### src/rtl/lus_pkg.sv
// package for the longest unique substring unit
// types, widths and constants shared by the queue, the core and the top level
`timescale 1ns / 1ps

package lus_pkg;

  localparam int IndexWidth = 16;
  localparam int ByteWidth  = 8;
  localparam int NumBytes   = 256;
  localparam int LenWidth   = 9;
  localparam int LenCap     = 256;
  localparam int QueueDepth = 2;
  localparam int QPtrWidth  = $clog2(QueueDepth);
  localparam int QCntWidth  = $clog2(QueueDepth + 1);

  typedef logic [IndexWidth-1:0] idx_t;
  typedef logic [LenWidth-1:0]   len_t;
  typedef logic [ByteWidth-1:0]  byte_t;

  localparam idx_t IdxMax = '1;

  typedef struct packed {
    logic  is_last;
    byte_t char_byte;
  } lus_item_t;

  typedef struct packed {
    logic      valid;
    lus_item_t item;
  } lus_q_t;

endpackage

### src/rtl/lus_front.sv
// front end of the longest unique substring unit: input beat acceptance and byte queue
// depends on lus_pkg
`timescale 1ns / 1ps

module lus_front (
  input  logic                clk,
  input  logic                rst_n,
  input  logic                in_tvalid,
  output logic                in_tready,
  input  lus_pkg::byte_t      in_byte,
  input  logic                in_last,
  output lus_pkg::lus_q_t     q_head,
  input  logic                q_pop
);

  lus_pkg::lus_item_t              q_mem [lus_pkg::QueueDepth];
  logic [lus_pkg::QPtrWidth-1:0]   wr_ptr_r, wr_ptr_nxt;
  logic [lus_pkg::QPtrWidth-1:0]   rd_ptr_r, rd_ptr_nxt;
  logic [lus_pkg::QCntWidth-1:0]   cnt_r, cnt_nxt;
  logic                            push;
  logic                            pop;

  assign in_tready = (cnt_r < lus_pkg::QCntWidth'(lus_pkg::QueueDepth));
  assign push      = in_tvalid && in_tready;
  assign pop       = q_pop && (cnt_r != '0);

  assign q_head.valid = (cnt_r != '0);
  assign q_head.item  = q_mem[rd_ptr_r];

  always_comb begin
    wr_ptr_nxt = wr_ptr_r;
    rd_ptr_nxt = rd_ptr_r;
    cnt_nxt    = cnt_r;
    if (push) begin
      wr_ptr_nxt = (wr_ptr_r == lus_pkg::QPtrWidth'(lus_pkg::QueueDepth - 1)) ?
                   '0 : wr_ptr_r + 1'b1;
    end
    if (pop) begin
      rd_ptr_nxt = (rd_ptr_r == lus_pkg::QPtrWidth'(lus_pkg::QueueDepth - 1)) ?
                   '0 : rd_ptr_r + 1'b1;
    end
    if (push && !pop) begin
      cnt_nxt = cnt_r + 1'b1;
    end else if (pop && !push) begin
      cnt_nxt = cnt_r - 1'b1;
    end
  end

  always_ff @(posedge clk) begin
    if (!rst_n) begin
      wr_ptr_r <= '0;
      rd_ptr_r <= '0;
      cnt_r    <= '0;
    end else begin
      wr_ptr_r <= wr_ptr_nxt;
      rd_ptr_r <= rd_ptr_nxt;
      cnt_r    <= cnt_nxt;
    end
  end

  always_ff @(posedge clk) begin
    if (push) begin
      q_mem[wr_ptr_r] <= '{is_last: in_last, char_byte: in_byte};
    end
  end

endmodule

### config.mk
export PLATFORM = sky130hd
export DESIGN_NAME = lus_front
export DESIGN_NICKNAME = d
export VERILOG_FILES = /design/src/rtl/lus_pkg.sv /design/src/rtl/lus_front.sv
export SDC_FILE = /design/constraint.sdc
export NUM_CORES = 1
export LEC_CHECK = 0
export BUFFER_PORTS_ARGS = -buffer_cell sky130_fd_sc_hd__buf_4
export CORE_ASPECT_RATIO = 1.25
export CORE_MARGIN = 2
export CORE_UTILIZATION = 40
export DETAILED_ROUTE_END_ITERATION = 8
export GPL_TIMING_DRIVEN = 0
export HOLD_SLACK_MARGIN = 0.1
export PLACE_DENSITY_LB_ADDON = 0.1
export RECOVER_POWER = 50
export REMOVE_ABC_BUFFERS = 1
export SETUP_SLACK_MARGIN = 0.3
export SLEW_MARGIN = 10
export SYNTH_ARGS = -nofsm -noshare
export SYNTH_HDL_FRONTEND = slang
export SYNTH_SLANG_ARGS = --single-unit
### constraint.sdc
create_clock -name clk -period 2.6 [get_ports clk]
set_clock_uncertainty 0.2 [all_clocks]
set_input_delay 0.52 -clock clk [delete_from_list [all_inputs] [get_ports clk]]
set_output_delay 0.52 -clock clk [all_outputs]
set_load 0.01 [all_outputs]
# [Yosys cells after proc, flatten, opt, wreduce, memory -nomap -nowiden]
# Memories as Yosys holds them, arrays and structs flattened. A register that Yosys moved wholly into a read port is not among the register bits.
# Index checks and enable logic that the tools add are counted.
[op_classes] n_addsub=4 n_mul=0 n_div=0 n_lt_le_gt_ge=1 eq_ne=0 n_shift=0 muxes=8 bitwise_logic=0 n_reduce_logical=8
[op_table] operator="two-way mux 1 bit" n=6
[op_table] operator="logical AND 1 bit" n=4
[op_table] operator="two-way mux 2 bit" n=2
[op_table] operator="nonzero test 2 bit" n=2
[op_table] operator="adder 1 bit (second input constant)" n=2
[op_table] operator="adder 2 x 1 -> 2 bit (second input constant)" n=1
[op_table] operator="logical NOT 1 bit" n=2
[op_table] operator="less-than comparator 2 bit (second input constant)" n=1
[op_table] operator="subtractor 2 x 1 -> 2 bit (second input constant)" n=1
[word_totals] ff_bits=4 latch_bits=0 mem_bits_rw=18 rom_bits=0 in_bits=13 out_inout_bits=11 wordCells=25 memories=1
[memory_table] name="q_mem" words=2 word_bits=9 read_ports=1 rd_ports_with_merged_regs=1 wr=1 line="lus_front.sv:16" rtl="lus_pkg::lus_item_t q_mem [lus_pkg::QueueDepth];"

# [Logic depth before layout (Yosys ltp)]
[depth] word_depth=6 depth_mapped=5 depth_no_buf=5

# [Worst setup path after synthesis]
# Ideal clock, no wire load.
[synth_path] kind="input to register" from="in in_tvalid" to="reg cnt_r[1] (netlist bit)" setup_time_ps=70 t_arrival_ps=1452 t_required_ps=2330 setup_slack_ps=878 cell_stages=4 path_cell_list="nor2b_1 ha_1 or3_1 a21boi_1"
[synth_via] elab_chain_len=4 word_cells_on_any_way=6
[synth_lines] element="start: declaration" line="lus_front.sv:8" rtl="input logic in_tvalid,"
[synth_lines] element="logical AND 1 bit (*)" line="lus_front.sv:24" rtl="assign push = in_tvalid && in_tready;"
[synth_lines] element="logical NOT 1 bit" line="lus_front.sv:44" rtl="end else if (pop && !push) begin"
[synth_lines] element="logical AND 1 bit" line="lus_front.sv:44"
[synth_lines] element="nonzero test 2 bit (no line)"
[synth_lines] element="end signal: assignment" line="lus_front.sv:57" rtl="cnt_r <= cnt_nxt;"
[synth_lines] element="end: declaration" line="lus_front.sv:19" rtl="logic [lus_pkg::QCntWidth-1:0] cnt_r, cnt_nxt;"
# Every way passes the cells marked *; elsewhere a longest branch is shown, timed or not.
# A chain may end at the register's enable or synchronous reset.

==> results.sh <==
export IMPL_status="finished, final reports clean"
export IMPL_stdcell_area_um2=1090
export IMPL_ys_ff_latch=23
export IMPL_first_global_vias=510
export IMPL_finalSetupViolations=0
export IMPL_portBuffers=23
export IMPL_drc=0
export IMPL_end_kind="primary output"
export IMPL_synth_cell_types=17
export IMPL_seqCellArea_um2=641
export IMPL_synth_area_per_cell_um2=17.1
export IMPL_r2r_cells=4
export IMPL_leakagePower_nw=0.416
export IMPL_yosys_top_cells_area="edfxtp_1, mux2_2, dfxtp_1"
export IMPL_path_cells="mux2_2 -> buf_4"
export IMPL_drt_pass1_iter_count=3
export IMPL_min_to="q_mem[1][2]"
export IMPL_synth_area_leader_cell="edfxtp_1"
export IMPL_grt_pass1_wl_um=2100
export IMPL_drive_above_1_share_pct=46.8
export IMPL_ctsHtreeMaxLevel=1
export IMPL_tns_ps=0
export IMPL_pre_cts_ws_ps=693
export IMPL_die_x_um=45.8
export IMPL_ant_nets=0
export IMPL_start_kind="flip-flop"
export IMPL_ys_flop_type="edfxtp_1"
export IMPL_tightest_slew_ps=432
export IMPL_die_y_um=56.2
export IMPL_worst_slack_ps=452
export IMPL_cts_resized=0
export IMPL_hold_class="in -> reg"
export IMPL_antenna_found_initial=0
export IMPL_report_final_slew_viol_count=0
export IMPL_critPathRequiredTime_ps=1880
export IMPL_die_area_um2=2570
export IMPL_crit_fanout=9
export IMPL_fp_row_count=18
export IMPL_seq_area_frac_synth_pct=73.5
export IMPL_syn_area_um2=872
export IMPL_rr_endpoint="cnt_r[1]"
export IMPL_slowest_delay_ps=600
export IMPL_fmax_ghz=0.465
export IMPL_layout_nets=92
export IMPL_wire_per_inst_um=13.1
export IMPL_post_drt_via_cell_ratio=4.92
export IMPL_io_pins=24
export IMPL_grt_usage_pct=11.4
export IMPL_clk_latency_ps=290
export IMPL_hold_viol_final=0
export IMPL_period_minus_slack_ps=2150
export IMPL_dr_first_iter_drc_count=8
export IMPL_cts_setup_buffers=0
export IMPL_relSlewSlack_pct=71.2
export IMPL_start_util_pct=43.0
export IMPL_grt_max_degree=14
export IMPL_pwr_density_cell_nw_per_um2=918
export IMPL_synth_commonest_cells="edfxtp_1, mux2_2, dfxtp_1, and2_1"
export IMPL_max_cap_violations=0
export IMPL_routabilityCongestion=0.619
export IMPL_synthMostInstantiatedCell="edfxtp_1"
export IMPL_async_flop_share_pct=0
export IMPL_insertedDiodeCount=0
export IMPL_yosysTopAreaCellShare_pct=62.0
export IMPL_areaGrowthSynthToFinish_pct=24.8
export IMPL_clk_pin_slew_ps=120
export IMPL_coreArea_um2=2030
export IMPL_synth_edf_count=18
export IMPL_dr_total_vias=477
export IMPL_stdcell_count=97
export IMPL_rsz0062_at_grt="no"
export IMPL_worstSetupPathType="reg -> out"
export IMPL_whs_path_depth=1
export IMPL_dpl_cell_area_um2=1060
export IMPL_cts_tree="done"
export IMPL_dp_cells=93
export IMPL_n_fill_cell=183
export IMPL_reg2reg_slack_ps=870
export IMPL_finalCritPeriodShare_pct=82.6
export IMPL_multiInputGateArea_um2=223
export IMPL_clock_sinks=23
export IMPL_crit_slowest_cell="dfxtp_1"
export IMPL_holdBufCountCts=0
export IMPL_vdd_ir_drop_max_v=0.000539
export IMPL_clockBufferDepth=2
export IMPL_timing_rr_start="cnt_r[1]"
export IMPL_grt_overflow_total=0
export IMPL_syn_inst=51
export IMPL_cts_made_buffers=3
export IMPL_place_hpwl_um=971
export IMPL_wl_um=1270
export IMPL_cp_arrival_ps=1430
export IMPL_hold_start="in_byte[2]"
export IMPL_ys_warn_count=0
export IMPL_cts_root_buf="clkbuf_4"
[stage by stage]
stage | hold WS [ps] | util [%] | total power [mW]
after floorplan | 291 | - | 0.715
after global placement | 317 | 52.5 | 0.852
after detailed placement | 329 | 52.5 | 0.862
after CTS | 184 | 53.9 | 1.02
after global routing | 198 | 53.7 | 1.06
final | 213 | 53.7 | 1.00
[logic make-up (layout without fill, tap and decap cells)]
logic type | after synthesis | after routing | synth area share, %
XOR/XNOR | 3 | 3 | 3.01
flip-flops | 23 | 23 | 73.5
multiplexers | 9 | 9 | 11.6
buffers and inverters | 2 | 28 | 1.00
AND/OR/NAND/NOR | 9 | 9 | 6.60
AO/OA/AOI/OAI | 4 | 4 | 2.87
adder cells (fa/ha/maj) | 1 | 1 | 1.43
[worst max-delay path, delay by kind of cell (launching register included)]
family   cells  cell delay, ps
flops        1             600
mux          1             390
buf+inv      1             140
[power by group]
part / leakage, nW / internal, mW / switching (mW)
Clock: 0.0177 / 0.0573 / 0.0994
Sequential: 0.209 / 0.469 / 0.0456
Combinational: 0.189 / 0.190 / 0.138
Total: 0.416 / 0.716 / 0.283
[routing by layer]
metal | wire length [um] | global-route usage, % | up-vias
met5 | 0 | 0 | -
met4 | 0 | 4.90 | 0
met3 | 75 | 2.60 | 0
met2 | 709 | 19.9 | 16
met1 | 488 | 12.5 | 223
li1 | - | - | 238
[registers in the layout, summed over array words and instances, names as in the netlist, named ones only]
register	count
wr_ptr_r	1
cnt_r	2
q_mem	18
rd_ptr_r	1
[placed cells by master (no fill, tap or decap), drive strengths merged]
master  synthesis  routed
inv             1       1
and2            4       4
xor2            1       1
o21a            1       1
edfxtp         18      18
dfxtp           5       5
and2b           1       1
clkinv          0       1
or2             1       1
o21ai           2       2
xnor2           2       2
a21boi          1       1
clkbuf          0      12
ha              1       1
mux2            9       9
or3             1       1
buf             1      14
nor2b           2       2
[final cells by class]
class	count	area share, %
clock buffer	3	2.07
clock inverter	1	0.460
tap	20	2.30
multi-input combinational	26	20.5
inverter	1	0.345
timing repair buffer	23	15.5
sequential	23	58.9
[how the worst max path moves through the flow]
stage | start | to | slack (ps) | cells past startpoint
floorplan | in_tvalid | cnt_r[1] | 880 | 4
global placement | in_tvalid | cnt_r[1] | 730 | 5
detailed placement | in_tvalid | cnt_r[1] | 690 | 5
CTS | flip-flop | q_head[8] | 400 | 2
global route | flip-flop | q_head[5] | 350 | 2
finish | flip-flop | q_head[8] | 450 | 2
Power figures use the tool's default switching activity.
