===== src/rtl/lus_pkg.sv =====
// package for the longest unique substring unit
// types, widths and constants shared by the queue, the core and the top level
`timescale 1ns / 1ps

package lus_pkg;

  localparam int IndexWidth = 16;
  localparam int ByteWidth  = 8;
  localparam int NumBytes   = 256;
  localparam int LenWidth   = 9;
  localparam int LenCap     = 256;
  localparam int QueueDepth = 2;
  localparam int QPtrWidth  = $clog2(QueueDepth);
  localparam int QCntWidth  = $clog2(QueueDepth + 1);

  typedef logic [IndexWidth-1:0] idx_t;
  typedef logic [LenWidth-1:0]   len_t;
  typedef logic [ByteWidth-1:0]  byte_t;

  localparam idx_t IdxMax = '1;

  typedef struct packed {
    logic  is_last;
    byte_t char_byte;
  } lus_item_t;

  typedef struct packed {
    logic      valid;
    lus_item_t item;
  } lus_q_t;

endpackage


===== src/rtl/lus_core.sv =====
// back end of the longest unique substring unit: last-seen table, window tracking, result register
// depends on lus_pkg; fed by lus_front
`timescale 1ns / 1ps

module lus_core (
  input  logic              clk,
  input  logic              rst_n,
  input  lus_pkg::lus_q_t   q_head,
  output logic              q_pop,
  output logic              out_tvalid,
  input  logic              out_tready,
  output lus_pkg::len_t     out_len,
  output logic              out_ovf
);

  // last-seen index table, no reset
  lus_pkg::idx_t tbl_mem [lus_pkg::NumBytes];

  // read stage
  logic                    rd_vld_r;
  lus_pkg::byte_t          rd_byte_r;
  logic                    rd_last_r;
  lus_pkg::idx_t           rd_data_r;
  logic                    fwd_hit_r;
  lus_pkg::idx_t           fwd_data_r;

  // string state
  logic [lus_pkg::NumBytes-1:0] seen_r, seen_nxt;
  lus_pkg::idx_t           ws_r, ws_nxt;
  lus_pkg::idx_t           pos_r, pos_nxt;
  lus_pkg::len_t           best_r, best_nxt;
  logic                    ovf_r, ovf_nxt;

  // result register
  logic                    out_vld_r;
  lus_pkg::len_t           out_len_r;
  logic                    out_ovf_r;

  logic                    exe_go;
  lus_pkg::idx_t           prev;
  logic                    in_window;
  lus_pkg::idx_t           ws_new;
  lus_pkg::idx_t           diff;
  lus_pkg::len_t           len;
  lus_pkg::len_t           best_upd;
  logic                    ovf_upd;

  assign exe_go = rd_vld_r && (!rd_last_r || !out_vld_r || out_tready);
  assign q_pop  = q_head.valid && (!rd_vld_r || exe_go);

  always_comb begin
    prev      = fwd_hit_r ? fwd_data_r : rd_data_r;
    in_window = seen_r[rd_byte_r] && (prev >= ws_r);
    ws_new    = ws_r;
    if (in_window) begin
      ws_new = (prev == lus_pkg::IdxMax) ? lus_pkg::IdxMax : prev + 1'b1;
    end
    diff = pos_r - ws_new;
    if (ws_new > pos_r) begin
      len = lus_pkg::len_t'(1);
    end else if (diff > lus_pkg::idx_t'(lus_pkg::LenCap - 1)) begin
      len = lus_pkg::len_t'(lus_pkg::LenCap);
    end else begin
      len = lus_pkg::len_t'(diff[lus_pkg::ByteWidth-1:0]) + 1'b1;
    end
    best_upd = (len > best_r) ? len : best_r;
    ovf_upd  = ovf_r || (pos_r == lus_pkg::IdxMax);

    seen_nxt = seen_r;
    ws_nxt   = ws_r;
    pos_nxt  = pos_r;
    best_nxt = best_r;
    ovf_nxt  = ovf_r;
    if (exe_go) begin
      if (rd_last_r) begin
        seen_nxt = '0;
        ws_nxt   = '0;
        pos_nxt  = '0;
        best_nxt = '0;
        ovf_nxt  = 1'b0;
      end else begin
        seen_nxt[rd_byte_r] = 1'b1;
        ws_nxt   = ws_new;
        pos_nxt  = (pos_r == lus_pkg::IdxMax) ? pos_r : pos_r + 1'b1;
        best_nxt = best_upd;
        ovf_nxt  = ovf_upd;
      end
    end
  end

  always_ff @(posedge clk) begin
    if (!rst_n) begin
      rd_vld_r  <= 1'b0;
      seen_r    <= '0;
      ws_r      <= '0;
      pos_r     <= '0;
      best_r    <= '0;
      ovf_r     <= 1'b0;
      out_vld_r <= 1'b0;
    end else begin
      if (q_pop) begin
        rd_vld_r <= 1'b1;
      end else if (exe_go) begin
        rd_vld_r <= 1'b0;
      end
      seen_r <= seen_nxt;
      ws_r   <= ws_nxt;
      pos_r  <= pos_nxt;
      best_r <= best_nxt;
      ovf_r  <= ovf_nxt;
      if (exe_go && rd_last_r) begin
        out_vld_r <= 1'b1;
      end else if (out_tready) begin
        out_vld_r <= 1'b0;
      end
    end
  end

  // table write on execute, registered read on pop with write forwarding
  always_ff @(posedge clk) begin
    if (exe_go) begin
      tbl_mem[rd_byte_r] <= pos_r;
    end
    if (q_pop) begin
      rd_data_r  <= tbl_mem[q_head.item.char_byte];
      rd_byte_r  <= q_head.item.char_byte;
      rd_last_r  <= q_head.item.is_last;
      fwd_hit_r  <= exe_go && (rd_byte_r == q_head.item.char_byte);
      fwd_data_r <= pos_r;
    end
    if (exe_go && rd_last_r) begin
      out_len_r <= best_upd;
      out_ovf_r <= ovf_upd;
    end
  end

  assign out_tvalid = out_vld_r;
  assign out_len    = out_len_r;
  assign out_ovf    = out_ovf_r;

  a_ws_le_pos: assert property (@(posedge clk) disable iff (!rst_n)
    ws_r <= pos_r)
    else $error("window start passed position");

  a_best_cap: assert property (@(posedge clk) disable iff (!rst_n)
    best_r <= lus_pkg::len_t'(lus_pkg::LenCap))
    else $error("best length above cap");

  a_clear_on_last: assert property (@(posedge clk) disable iff (!rst_n)
    exe_go && rd_last_r |=> (pos_r == '0) && (seen_r == '0) && !ovf_r)
    else $error("string state not cleared after last beat");

  a_result_on_last: assert property (@(posedge clk) disable iff (!rst_n)
    exe_go && rd_last_r |=> out_vld_r && (out_len_r != '0))
    else $error("missing result after last beat");

endmodule


===== config.mk =====
export PLATFORM = sky130hd
export DESIGN_NAME = lus_core
export DESIGN_NICKNAME = d
export VERILOG_FILES = /design/src/rtl/lus_pkg.sv /design/src/rtl/lus_core.sv
export SDC_FILE = /design/constraint.sdc
export NUM_CORES = 2
export LEC_CHECK = 0
export ABC_CLOCK_PERIOD_IN_PS = 8300
export BUFFER_PORTS_ARGS = -buffer_cell sky130_fd_sc_hd__buf_2
export CAP_MARGIN = 5
export CORE_UTILIZATION = 45
export CTS_CLUSTER_DIAMETER = 60
export DETAILED_ROUTE_END_ITERATION = 10
export GPL_ROUTABILITY_DRIVEN = 0
export PLACE_DENSITY = 0.7
export SYNTH_ARGS = -nofsm -noshare
export SYNTH_HDL_FRONTEND = slang
export SYNTH_SLANG_ARGS = --single-unit

===== constraint.sdc =====
create_clock -name clk -period 8.3 [get_ports clk]
set_input_delay 0 -clock clk [delete_from_list [all_inputs] [get_ports clk]]
set_output_delay 0 -clock clk [all_outputs]
set_load 0.1 [all_outputs]

======== Word level (Yosys, flattened, before mapping) ========
Memories as Yosys holds them, arrays and structs flattened. A register that Yosys moved wholly into a read port is not among the register bits.
Index checks and enable logic that the tools add are counted.
word-level totals
  register bits after elaboration ......... 336
  latch bits .............................. 0
  memory bits (writable) .................. 4096
  ROM bits ................................ 0
  input port bits ......................... 13
  output and inout bits ................... 12
  logic and storage cells ................. 67
  memories kept ........................... 1
memories
  memory   depth  bits a word  read ports  clocked after Yosys merged registers in  wr ports  RTL line        RTL
  tbl_mem  256    16           1           1                                        1         lus_core.sv:17  lus_pkg::idx_t tbl_mem [lus_pkg::NumBytes];
operators by class
  add/subtract/negate cells ............... 4
  $mul .................................... 0
  div/mod/pow operators ................... 0
  $lt $le $gt $ge ......................... 6
  equal/unequal tests ..................... 4
  shift-type cells ........................ 0
  muxes and demuxes ....................... 22
  bitwise operators ....................... 1
  reduce and logical (&&, ||, !) cells .... 16
operators by type and width
  cell                                                                          number
  256-bit 2-to-1 mux                                                            1
  256-bit bitwise OR                                                            1
  16-bit 2-to-1 mux                                                             6
  9-bit 2-to-1 mux                                                              4
  16-bit by 1-bit adder with 16-bit output, second input constant               2
  16-bit equality test, second input constant                                   2
  16-bit >= comparator                                                          1
  16-bit > comparator                                                           1
  16-bit by 8-bit > comparator with 1-bit output, second input constant         1
  16-bit subtractor                                                             1
  8-bit by 1-bit adder with 9-bit output, second input constant                 1
  9-bit > comparator                                                            1
  8-bit by 9-bit less-than comparator with 1-bit output, second input constant  1
  1-bit 2-to-1 mux                                                              9
  1-bit binary-select mux with 8-bit select                                     1
  1-bit demux with 8-bit select                                                 1
  8-bit equality test                                                           1
  8-bit by 1-bit >= comparator with 1-bit output, second input constant         1
  1-bit logical AND                                                             6
  1-bit logical OR                                                              4
  2-bit nonzero test                                                            2
  1-bit zero test                                                               3
  2-bit != test, second input constant                                          1
  2-bit AND reduction                                                           1

======== Longest topological paths before layout ========
  depth after elaboration ................. 11
  gate-level depth with buffers ........... 35
  gate-level depth less buffers ........... 30

======== Worst setup path after synthesis ========
Ideal clock, no wire load.
  path kind ............................... register -> register
  start ................................... register pos_r[0]
  end ..................................... register out_len_r[0], in the netlist out_len[0] (data pin)
  library setup time ...................... 0.267 ns
  arrival time ............................ 7.779 ns
  data required time ...................... 8.033 ns
  setup slack ............................. 0.253 ns
  stages on the path, launching flop included .. 23
  buffers on the path ..................... 2
  period minus slack after synthesis ...... 8.047 ns
  cell sequence ........................... dfxtp_1 > inv_1 > ha_1 > inv_1 > fa_1 > a21o_1 > a31oi_1 > or2_2 > a211oi_1 > o2111ai_1 > nor4bb_1 > nand4b_1 > clkbuf_1 > nor2_1 > ha_1 > nor2b_1 > o21a_1 > o21a_1 > o21ai_0 > a31oi_1 > nand2_1 > buf_1 > o21ai_0
between the ends
  word-level cells in the longest chain between the ends .. 6
  elaborated cells on any way between the ends .. 8
  those cells by class .................... add/sub: 2; order compare: 3; mux: 3
RTL lines
  item                                                                                                      RTL line                        RTL
  start: declaration                                                                                        lus_core.sv:30                  lus_pkg::idx_t pos_r, pos_nxt;
  start signal: assignment                                                                                  lus_core.sv:108                 pos_r <= pos_nxt;
  16-bit subtractor                                                                                         lus_core.sv:58                  diff = pos_r - ws_new;
  16-bit by 8-bit > comparator with 1-bit output or 8-bit by 1-bit adder with 9-bit output (tied branches)  lus_core.sv:61, lus_core.sv:64
  9-bit 2-to-1 mux                                                                                          lus_core.sv:61                  end else if (diff > lus_pkg::idx_t'(lus_pkg::LenCap - 1)) begin
  9-bit 2-to-1 mux (*)                                                                                      lus_core.sv:59                  if (ws_new > pos_r) begin
  9-bit > comparator                                                                                        lus_core.sv:66                  best_upd = (len > best_r) ? len : best_r;
  9-bit 2-to-1 mux (*)                                                                                      lus_core.sv:66
  net best_upd[0]                                                                                           lus_core.sv:45                  lus_pkg::len_t best_upd;
  end signal: assignment                                                                                    lus_core.sv:132                 out_len_r <= best_upd;
  end: declaration                                                                                          lus_core.sv:36                  lus_pkg::len_t out_len_r;
The timed path passes the listed nets; every way through them passes the cells marked *.
A chain may end at the register's enable or synchronous reset.

======== Worst setup path in the final report ========
  start ................................... register rd_byte_r[6]
  end ..................................... register best_r[4]
between the ends
  word-level cells in the longest chain between the ends .. 11
  elaborated cells on any way between the ends .. 13
  those cells by class .................... add/sub: 2; order compare: 3; mux: 7; reduce/logical: 1
RTL lines
  item                                                                                                      RTL line                        RTL
  start: declaration                                                                                        lus_core.sv:21                  lus_pkg::byte_t rd_byte_r;
  start signal: assignment                                                                                  lus_core.sv:126                 rd_byte_r <= q_head.item.char_byte;
  1-bit binary-select mux with 8-bit select (*)                                                             lus_core.sv:53                  in_window = seen_r[rd_byte_r] && (prev >= ws_r);
  1-bit 2-to-1 mux (implied by the code) (*)                                                                lus_core.sv:53
  1-bit logical AND (*)                                                                                     lus_core.sv:53
  16-bit 2-to-1 mux (*)                                                                                     lus_core.sv:55                  if (in_window) begin
  16-bit subtractor                                                                                         lus_core.sv:58
  16-bit by 8-bit > comparator with 1-bit output or 8-bit by 1-bit adder with 9-bit output (tied branches)  lus_core.sv:61, lus_core.sv:64
  9-bit 2-to-1 mux                                                                                          lus_core.sv:61
  9-bit 2-to-1 mux (*)                                                                                      lus_core.sv:59
  9-bit > comparator                                                                                        lus_core.sv:66
  9-bit 2-to-1 mux (*)                                                                                      lus_core.sv:66
  9-bit 2-to-1 mux (*)                                                                                      lus_core.sv:75                  if (rd_last_r) begin
  end signal: assignment                                                                                    lus_core.sv:109                 best_r <= best_nxt;
  end: declaration                                                                                          lus_core.sv:31                  lus_pkg::len_t best_r, best_nxt;
Every way passes the cells marked *; elsewhere a longest branch is shown, timed or not. The select of a mux whose other input is x is not followed.

==> metrics.csv <==
stage,metric,value,unit
worst_hold_path,Worst Hold Class,input pin to flop,
sta,Max Clock Freq,124.7,MHz
clocking,CTS tree,done,
finish,"most common cell after layout, fill and taps aside",edfxtp_1,
synthesis,Ys Warns,0,
setup_path,CP Buf/Inv Count,3,
synthesis,Synth cell types,70,
routing,routed len/inst,31.96,µm
sta,Slew Limit Fails,0,
finish,"commonest cells after routing, fill and taps aside","4148 x edfxtp_1, 1402 x mux4_2, 696 x nor2_1, 427 x clkbuf_16, 284 x dfxtp_1",
routing,Remaining DRCs,0,
routing,drt via density,6.200,
job,MaxCap Viol Count,0,
die,Die Footprint,383000,µm²
setup_path,arrival time worst endpoint,8850,ps
sta,Final Hold Viols,0,
clocking,clock sinks,4448,
place,DP Cell Count,12620,
synthesis,"EDFF count, synth",4148,
clocking,clk buf depth,4,
setup_path,CP Max Fanout,20,
routing,DR vias,83210,
die,initial core utilization,45.20,%
place,dpl hpwl,242500,µm
setup_path,Required @ worst endpoint,9140,ps
routing,Iter 0 DRT Violations,12110,
clocking,"CTS clk-pin slew, worst paths",70,ps
die,Die Height,618.9,µm
finish,Finished Layout Cells,13420,
place,pre-CTS setup slack,291.4,ps
setup_path,CP max stage cell,or4b_1,
place,Port Buffer Count,24,
synthesis,Yosys reg bits,4448,
setup_path,"delay-heaviest family, CP",simple AND/OR/NAND/NOR gates,
power_and_ir_drop,Worst VDD drop,0.1740,mV
sta,"Setup violations, final",0,
routing,routed wire length,429000,µm
finish,nets@finish,8107,
clocking,root buf cell,clkbuf_16,
routing,"antenna viol nets, final",0,
synthesis,ys async rst share,0,%
setup_path,R2R Setup Slk,280,ps
power_and_ir_drop,leakage power total,53.40,nW
grt,gr ovfl total,0,
grt,initial antenna violation count,25,
setup_path,worst r2r src,rd_byte_r[6]$_DFFE_PP_,
grt,first-pass GRT wire length,610100,µm
finish,area of the multi-input gates,39590,µm²
finish,FILL cells,28700,
clocking,clk_lat worst skew,990,ps
setup_path,Crit Reg-Reg Endpoint,best_r[4]$_SDFFE_PN0P_,
sta,clock period minus worst slack,8016,ps
setup_path,"slowest stage delay, CP",740,ps
power_and_ir_drop,Pwr per Cell Area,231.5,nW/µm²
clocking,H-tree depth,5,
clocking,cts bufs inserted,419,
sta,clk_skew,50.91,ps
finish,Layout Area Growth over Synthesis,12.93,%
sta,slew margin rel.,12.39,%
finish,share of cells above drive strength 1,30.13,%
die,I/O pins,25,
setup_path,critical path class,flop to flop,
die,core area,378900,µm²
run_status,outcome,finished clean,
sta,slew of the pin with the lowest slew margin,1314,ps
setup_path,Setup crit start,rd_byte_r[6]$_DFFE_PP_,
synthesis,"Seq/Total Area, Yosys",76.24,%
finish,Seq. cell area,130600,µm²
grt,number of global-route vias before repair,83160,
setup_path,R2R depth,26,
die,Die X-Extent,618.9,µm
synthesis,Syn Area/Cell,22.26,µm²
sta,Fin Hold WS,85.21,ps
finish,final core occ,51.04,%
die,FP Rows,226,
sta,Setup WS post-layout,283.8,ps
synthesis,"Top FF cell, synth",edfxtp_1,
grt,GRT Util Overall,22.22,%
setup_path,Crit. path cell count,26,
synthesis,syn nets,7750,
grt,largest net degree at the start of global routing,186,
synthesis,Mapped Area,171300,µm²
routing,Pre-antenna DRT Iters,8,
setup_path,CP startpoint kind,flop,
setup_path,CP Capture Point,best_r[4]$_SDFFE_PN0P_,
synthesis,cells after synthesis,7692,
setup_path,CP endpoint kind,flop,
sta,crit share post-route,96.58,%
==> metrics by stage <==
step | setup TNS [ps] | total power (W) | area [µm²]
floorplan | 0 | 0.02565 | 171300
global placement | 0 | 0.02600 | 179400
detailed placement | 0 | 0.02602 | 179400
CTS | 0 | 0.04495 | 193300
global route | -20.05 | 0.04583 | 193400
finish | 0 | 0.04477 | 193400
==> layer usage <==
layer	wire, µm	up-vias	GRT usage [%]
met2	206200	4992	35.50
met5	81	-	0
met4	13710	10	6.958
met1	164800	44580	31.17
li1	-	32900	-
met3	44170	733	4.172
==> registers in the layout, indices dropped and copies added, names as in the netlist <==
register,count
best_r,9
rd_last_r,1
out_len,9
pos_r,16
seen_r,256
rd_byte_r,8
tbl_mem,4096
out_ovf,1
fwd_hit_r,1
ws_r,16
rd_data_r,16
out_tvalid,1
rd_vld_r,1
fwd_data_r,16
ovf_r,1
==> how the worst min path moves through the flow <==
stage / start / end / slack (ps) / cells after the start
after floorplan: q_head[0] / rd_byte_r[0]$_DFFE_PP_ / 100 / 0
after global placement: q_head[8] / rd_last_r$_DFFE_PP_ / 190 / 1
after detailed placement: q_head[8] / rd_last_r$_DFFE_PP_ / 190 / 1
after CTS: rst_n / best_r[8]$_SDFFE_PN0P_ / 8 / 3
after global routing: q_head[6] / rd_data_r[7]$_DFFE_PP_ / 60 / 4
final: rst_n / best_r[8]$_SDFFE_PN0P_ / 90 / 3
==> area by class of cell <==
type / instances / share of cell area (%)
timing repair buffer: 348 / 1.528
sequential: 4448 / 67.54
tap: 5016 / 3.245
clock buffer: 520 / 5.765
antenna: 8 / 0.01035
clock inverter: 248 / 1.336
inverter: 50 / 0.09899
multi-input combinational: 2782 / 20.47
==> cell usage after synthesis (4+ instances only) <==
| cell | instances | area (µm²) |
|---|---|---|
| a32o_1 | 6 | 60.06 |
| nand2b_1 | 8 | 50.05 |
| or3_1 | 6 | 37.54 |
| mux2_2 | 19 | 214.0 |
| clkbuf_1 | 276 | 1036 |
| nand3_1 | 24 | 120.1 |
| buf_6 | 6 | 67.56 |
| o2111ai_1 | 4 | 35.03 |
| nor3_1 | 8 | 40.04 |
| nor2b_1 | 19 | 118.9 |
| edfxtp_1 | 4148 | 124600 |
| nand2_1 | 98 | 367.9 |
| dfxtp_1 | 300 | 6006 |
| nand4_1 | 15 | 93.84 |
| a211oi_1 | 5 | 37.54 |
| and3_1 | 14 | 87.58 |
| o31ai_1 | 8 | 60.06 |
| inv_1 | 49 | 183.9 |
| buf_1 | 116 | 435.4 |
| ha_1 | 44 | 550.5 |
| mux4_1 | 7 | 183.9 |
| o211ai_1 | 4 | 30.03 |
| buf_2 | 8 | 40.04 |
| o21ai_0 | 20 | 100.1 |
| xor2_1 | 11 | 96.34 |
| a21oi_1 | 27 | 135.1 |
| a21o_1 | 16 | 120.1 |
| nor2_1 | 816 | 3063 |
| or2_2 | 5 | 31.28 |
| mux4_2 | 1402 | 31580 |
| xnor2_1 | 31 | 271.5 |
| a31oi_1 | 12 | 75.07 |
| o32ai_1 | 7 | 61.31 |
| o21a_1 | 7 | 52.55 |
| buf_4 | 5 | 37.54 |
| a22oi_1 | 37 | 277.8 |
| and2_1 | 9 | 56.30 |
| mux2i_1 | 32 | 320.3 |
| a22o_1 | 17 | 148.9 |
==> logic make-up after synthesis <==
logic type               share of synthesized area [%]
AO/OA/AOI/OAI                                   0.8249
XOR/XNOR                                        0.2148
adder cells (fa/ha/maj)                         0.3332
buffers and inverters                            1.065
flip-flops                                       76.24
multiplexers                                     18.86
AND/OR/NAND/NOR                                  2.462
==> report_power, final <==
| group | internal [W] | total, W | switching [W] |
|---|---|---|---|
| Clock | 0.0109 | 0.0192 | 0.00833 |
| Combinational | 0.000514 | 0.00134 | 0.000825 |
| Sequential | 0.0242 | 0.0242 | 0.0000273 |
| Total | 0.0356 | 0.0448 | 0.00918 |
==> worst min-delay path: stages <==
cell and delay, ps:
dlygate4sd3_1 530, buf_2 260, a32o_1 210
==> repair_timing <==
item	in CTS	in global routing
hold buffers	19	0
hold endpoints to repair	150	0
buffers inserted	0	3
gates resized for setup	0	7
endpoints found under the setup margin	0	17
(Power assumes the default switching activity.)
